**src/sls_pkg.sv**
```systemverilog
package sls_pkg;

   // Widths fixed by the item fields.
   localparam int FIELD_TIME_BITS = 16;
   localparam int TASK_INDEX_BITS = 6;
   localparam int OUT_TIME_BITS   = 23;
   localparam int MAX_TIME_BITS   = 32;

   // Parameter defaults.
   localparam int DEFAULT_MAX_TASKS = 64;
   localparam int DEFAULT_TIME_BITS = 16;

   // Largest time a result can carry; sums saturate here.
   localparam logic [OUT_TIME_BITS-1:0] OUT_TIME_MAX = '1;

   typedef struct packed {
      logic [FIELD_TIME_BITS-1:0] release_time;
      logic [FIELD_TIME_BITS-1:0] process_time;
      logic [FIELD_TIME_BITS-1:0] tail_time;
      logic                       final_task;
   } sls_req_type;

   typedef struct packed {
      logic [TASK_INDEX_BITS-1:0] task_index;
      logic [OUT_TIME_BITS-1:0]   finish_time;
      logic [OUT_TIME_BITS-1:0]   makespan;
      logic                       end_of_schedule;
   } sls_rsp_type;

   // Strobes broadcast from the sequencer to one cell.
   typedef struct packed {
      logic load;
      logic mark;
      logic clear;
   } sls_cell_ctrl_type;

   typedef enum logic [2:0] {
      ST_LOAD,
      ST_SWEEP,
      ST_PICK,
      ST_TAIL,
      ST_OUTPUT
   } sls_state_type;

endpackage

```
**src/sls_cell.sv**
```systemverilog
module sls_cell #(
   parameter int TIME_BITS  = sls_pkg::DEFAULT_TIME_BITS,
   parameter int IDX_BITS   = 6,
   parameter int CELL_INDEX = 0
) (
   input  logic                           clock,
   input  logic                           reset,
   input  sls_pkg::sls_cell_ctrl_type     ctrl,
   input  logic [TIME_BITS-1:0]           wr_release,
   input  logic [TIME_BITS-1:0]           wr_process,
   input  logic [TIME_BITS-1:0]           wr_tail,
   input  logic [sls_pkg::OUT_TIME_BITS-1:0] cur_time,
   input  logic                           in_best_valid,
   input  logic [IDX_BITS-1:0]            in_best_idx,
   input  logic [TIME_BITS-1:0]           in_best_tail,
   input  logic [TIME_BITS-1:0]           in_best_proc,
   input  logic                           in_min_valid,
   input  logic [TIME_BITS-1:0]           in_min_rel,
   output logic                           out_best_valid,
   output logic [IDX_BITS-1:0]            out_best_idx,
   output logic [TIME_BITS-1:0]           out_best_tail,
   output logic [TIME_BITS-1:0]           out_best_proc,
   output logic                           out_min_valid,
   output logic [TIME_BITS-1:0]           out_min_rel
);
   import sls_pkg::*;

   localparam int CMP_BITS = (TIME_BITS > OUT_TIME_BITS) ? TIME_BITS : OUT_TIME_BITS;

   logic [TIME_BITS-1:0] rel_ff, proc_ff, tail_ff;
   logic                 used_ff, done_ff;
   logic                 best_valid_ff, min_valid_ff;
   logic [IDX_BITS-1:0]  best_idx_ff;
   logic [TIME_BITS-1:0] best_tail_ff, best_proc_ff, min_rel_ff;

   logic active, is_ready, take, earlier;

   always_comb begin
      active   = used_ff && !done_ff;
      is_ready = active && (CMP_BITS'(rel_ff) <= CMP_BITS'(cur_time));
      // Strict compare keeps the lower load index on equal tails.
      take     = is_ready && (!in_best_valid || (tail_ff > in_best_tail));
      earlier  = active && (!in_min_valid || (rel_ff < in_min_rel));
   end

   always_ff @(posedge clock) begin
      if (ctrl.load) begin
         rel_ff  <= wr_release;
         proc_ff <= wr_process;
         tail_ff <= wr_tail;
      end
   end

   always_ff @(posedge clock) begin
      if (reset || ctrl.clear) begin
         used_ff <= 1'b0;
         done_ff <= 1'b0;
      end else begin
         if (ctrl.load) begin
            used_ff <= 1'b1;
         end
         if (ctrl.mark) begin
            done_ff <= 1'b1;
         end
      end
   end

   always_ff @(posedge clock) begin
      if (reset) begin
         best_valid_ff <= 1'b0;
         min_valid_ff  <= 1'b0;
      end else begin
         best_valid_ff <= take || in_best_valid;
         min_valid_ff  <= earlier || in_min_valid;
      end
   end

   always_ff @(posedge clock) begin
      if (take) begin
         best_idx_ff  <= IDX_BITS'(CELL_INDEX);
         best_tail_ff <= tail_ff;
         best_proc_ff <= proc_ff;
      end else begin
         best_idx_ff  <= in_best_idx;
         best_tail_ff <= in_best_tail;
         best_proc_ff <= in_best_proc;
      end
      min_rel_ff <= earlier ? rel_ff : in_min_rel;
   end

   assign out_best_valid = best_valid_ff;
   assign out_best_idx   = best_idx_ff;
   assign out_best_tail  = best_tail_ff;
   assign out_best_proc  = best_proc_ff;
   assign out_min_valid  = min_valid_ff;
   assign out_min_rel    = min_rel_ff;

endmodule

```
**config.mk**
```make
export PLATFORM = sky130hd
export DESIGN_NAME = sls_cell
export DESIGN_NICKNAME = d
export VERILOG_FILES = /design/src/sls_pkg.sv /design/src/sls_cell.sv
export SDC_FILE = /design/constraint.sdc
export NUM_CORES = 1
export LEC_CHECK = 0
export BUFFER_PORTS_ARGS = -buffer_cell sky130_fd_sc_hd__clkbuf_2
export CAP_MARGIN = 20
export CORE_UTILIZATION = 45
export CTS_BUF_LIST = sky130_fd_sc_hd__clkbuf_8 sky130_fd_sc_hd__clkbuf_16
export CTS_CLUSTER_DIAMETER = 80
export DETAILED_ROUTE_END_ITERATION = 10
export GPL_TIMING_DRIVEN = 0
export PLACE_DENSITY = 0.85
export SYNTH_ARGS = -nofsm -noshare
export SYNTH_HDL_FRONTEND = slang
export SYNTH_SLANG_ARGS = --single-unit
```
**constraint.sdc**
```tcl
create_clock -name clock -period 4.1 [get_ports clock]
set_input_delay 0.205 -clock clock [delete_from_list [all_inputs] [get_ports clock]]
set_output_delay 0.205 -clock clock [all_outputs]
set_load 0.005 [all_outputs]
```
==> run summary <==
Slew @ Worst Pin - 883 ps
largest net degree at the start of global routing - 38
DP Wirelength - 9.50 mm
gr usage total - 25.4%
clk slew on worst S/H paths - 110 ps
DRT Pass-1 Iters - 7
port bufs - 186
Core Area - 10500 um^2
Synth Warn # - 0
final period utilization - 67.9%
status - finished clean
commonest non-fill, non-tap cell in the layout - clkbuf_2
Critical Path Sink Type - register
Seq/Total Area, Yosys - 52.6%
TritonCTS Sinks - 106
Area growth syn-to-layout - 37.1%
CTS Buf Count - 9
initial core utilization - 47.1%
Die Span Y - 107 um
dpl ws - 1390 ps
vias per std cell - 5.31
count of final hold-check violations - 0
Cell Rows - 37
Distinct cells, synth - 39
WL per Instance - 16.9 um
final slew viol count - 0
CTS tree - done
io pins - 188
Mapped Avg Cell Area - 11.5 um^2
setup_tns - 0 ps
GR Overflow Total - 0
drt drc - 0
non-filler cells, final - 820
first-pass GRT wire length - 22.0 mm
syn nets - 610
slew margin rel. - 41.1%
dpl cells - 754
vias in the first global route - 4601
share of cells above drive strength 1 - 35.6%
Final setup viols - 0
hold crit path type - in -> reg
Die W - 107 um
Final ANT Viol Nets - 0
gpl congestion - 0.867
PD cells - 357 nW/um^2
flop and latch count out of synthesis - 106
Fillers - 741
1st-iter DRT viols - 256
Clk Latency, worst-skew pair - 380 ps
kind of critical path - reg -> reg
most frequent cells in the layout - clkbuf_2 (187), dfxtp_1 (58), inv_1 (51), dlygate4sd3_1 (49), edfxtp_1 (48)
postcts setup bufs - 0
Final Instance Area - 6780 um^2
Placed Area - 6070 um^2
die area - 11400 um^2
setup ws final - 1320 ps
root buffer cell - clkbuf_8
fmax - 359 MHz
CP startpoint kind - register
Final Critical Period - 2780 ps
Layout Nets - 857
Final Util - 64.5%
routed via count - 4353
critical path required time - 4430 ps
Worst VDD drop - 0.000357 V
initial antenna violation count - 0
Post-Syn Area - 4940 um^2
wirelength, routed - 13.8 mm
number of max-cap violations - 0
crit path DAT - 3110 ps
RSZ-0062 raised after global routing - no
Leak - 0.00324 uW
Mapped Cells - 431
skew final - 11.0 ps
H-Tree Depth - 3
Worst Path Max Fanout - 10
clock buffer depth - 2
==> registers in the layout, indices dropped and copies added (netlist names) <==
name	flops
done_ff	1
out_best_idx	6
out_best_proc	16
out_best_tail	16
out_best_valid	1
out_min_rel	16
out_min_valid	1
proc_ff	16
rel_ff	16
tail_ff	16
used_ff	1
==> critical path, cell delays in order (launching register included) <==
cell and delay, ps:
edfxtp_1 490, ha_1 340, a21o_1 180, a21o_1 180, a221oi_1 780, clkbuf_1 450, nand4_1 170, nand3_1 140
==> routing by layer <==
layer | vias to the layer above | share of wire (%) | global-route usage (%)
li1 | 2066 | - | -
met1 | 2008 | 37 | 27.7
met2 | 237 | 52 | 45.4
met3 | 42 | 8.0 | 5.71
met4 | 0 | 3.6 | 13.9
met5 | - | 0 | 0
==> where the power goes <==
group          total [uW]  switching [uW]  internal [uW]  leakage (uW)
Combinational         460             220            240       0.00217
Clock                 716             414            302      0.000111
Sequential           1250            44.4           1200      0.000959
==> kinds of logic after synthesis <==
| kind of cell | after synthesis | share of synthesized area, % |
|---|---|---|
| flip-flops | 106 | 52.6 |
| buffers and inverters | 70 | 5.82 |
| multiplexers | 32 | 8.35 |
| AO/OA/AOI/OAI | 74 | 9.64 |
| adder cells (fa/ha/maj) | 47 | 11.9 |
| AND/OR/NAND/NOR | 102 | 11.7 |
==> final cells by class <==
| type | count | area, um^2 | share of cell area [%] |
|---|---|---|---|
| Antenna cell | 1 | 2.50 | 0.0369 |
| Buffer | 19 | 96.3 | 1.42 |
| Clock buffer | 9 | 124 | 1.83 |
| Clock inverter | 7 | 95.1 | 1.40 |
| Inverter | 51 | 191 | 2.82 |
| Multi-Input combinational cell | 255 | 2050 | 30.3 |
| Sequential cell | 106 | 2600 | 38.4 |
| Tap cell | 136 | 170 | 2.51 |
| Timing Repair Buffer | 236 | 1440 | 21.3 |
==> synth_stat cells <==
cell type	number	share of area, %
a21oi_1	33	3.3
buf_2	1	0.10
o21ai_0	6	0.61
o31ai_1	1	0.15
nand2b_1	3	0.38
and4_1	1	0.18
mux2_2	18	4.1
nor2_1	10	0.76
nand4_1	21	2.7
nand2_1	11	0.84
o21a_1	1	0.15
nand3b_1	1	0.15
inv_1	51	3.9
clkbuf_1	12	0.91
or2_2	1	0.13
dfxtp_1	58	23
nand3_1	21	2.1
a21boi_0	1	0.15
and2_1	6	0.76
nor2b_1	1	0.13
mux2_4	14	4.3
edfxtp_1	48	29
buf_6	3	0.68
clkbuf_2	1	0.10
or3b_2	1	0.18
a22oi_2	1	0.25
a221oi_1	2	0.35
nor3_1	6	0.61
ha_1	47	12
a21o_1	5	0.76
a2111o_1	2	0.46
and3_1	1	0.13
buf_1	2	0.15
o211ai_1	18	2.7
nor3b_1	15	2.3
a221o_1	1	0.20
nor4_1	3	0.38
a211oi_1	2	0.30
o31a_1	1	0.18
==> metrics by stage <==
| stage | total power (uW) | hold WS (ps) |
|---|---|---|
| final | 2420 | 16.7 |
| after global routing | 2540 | 12.3 |
| after CTS | 2420 | 0.456 |
| after detailed placement | 1680 | 384 |
| after global placement | 1650 | 382 |
| after floorplan | 1480 | 277 |
==> what timing repair did <==
item	CTS	global route
resized for setup	0	0
endpoints found under the hold margin	50	0
setup endpoints to repair	0	0
hold buffers	49	0
==> final timing paths <==
check                                     from  cells past startpoint  slack (ps)               end
worst max-delay path                rel_ff[13]                      7        1320    out_min_rel[6]
worst min register to register      proc_ff[9]                      1         480  out_best_proc[9]
worst max register to register      rel_ff[13]                      7        1320    out_min_rel[6]
worst min-delay path            in_best_idx[0]                      2          20   out_best_idx[0]
(Power assumes the default switching activity.)
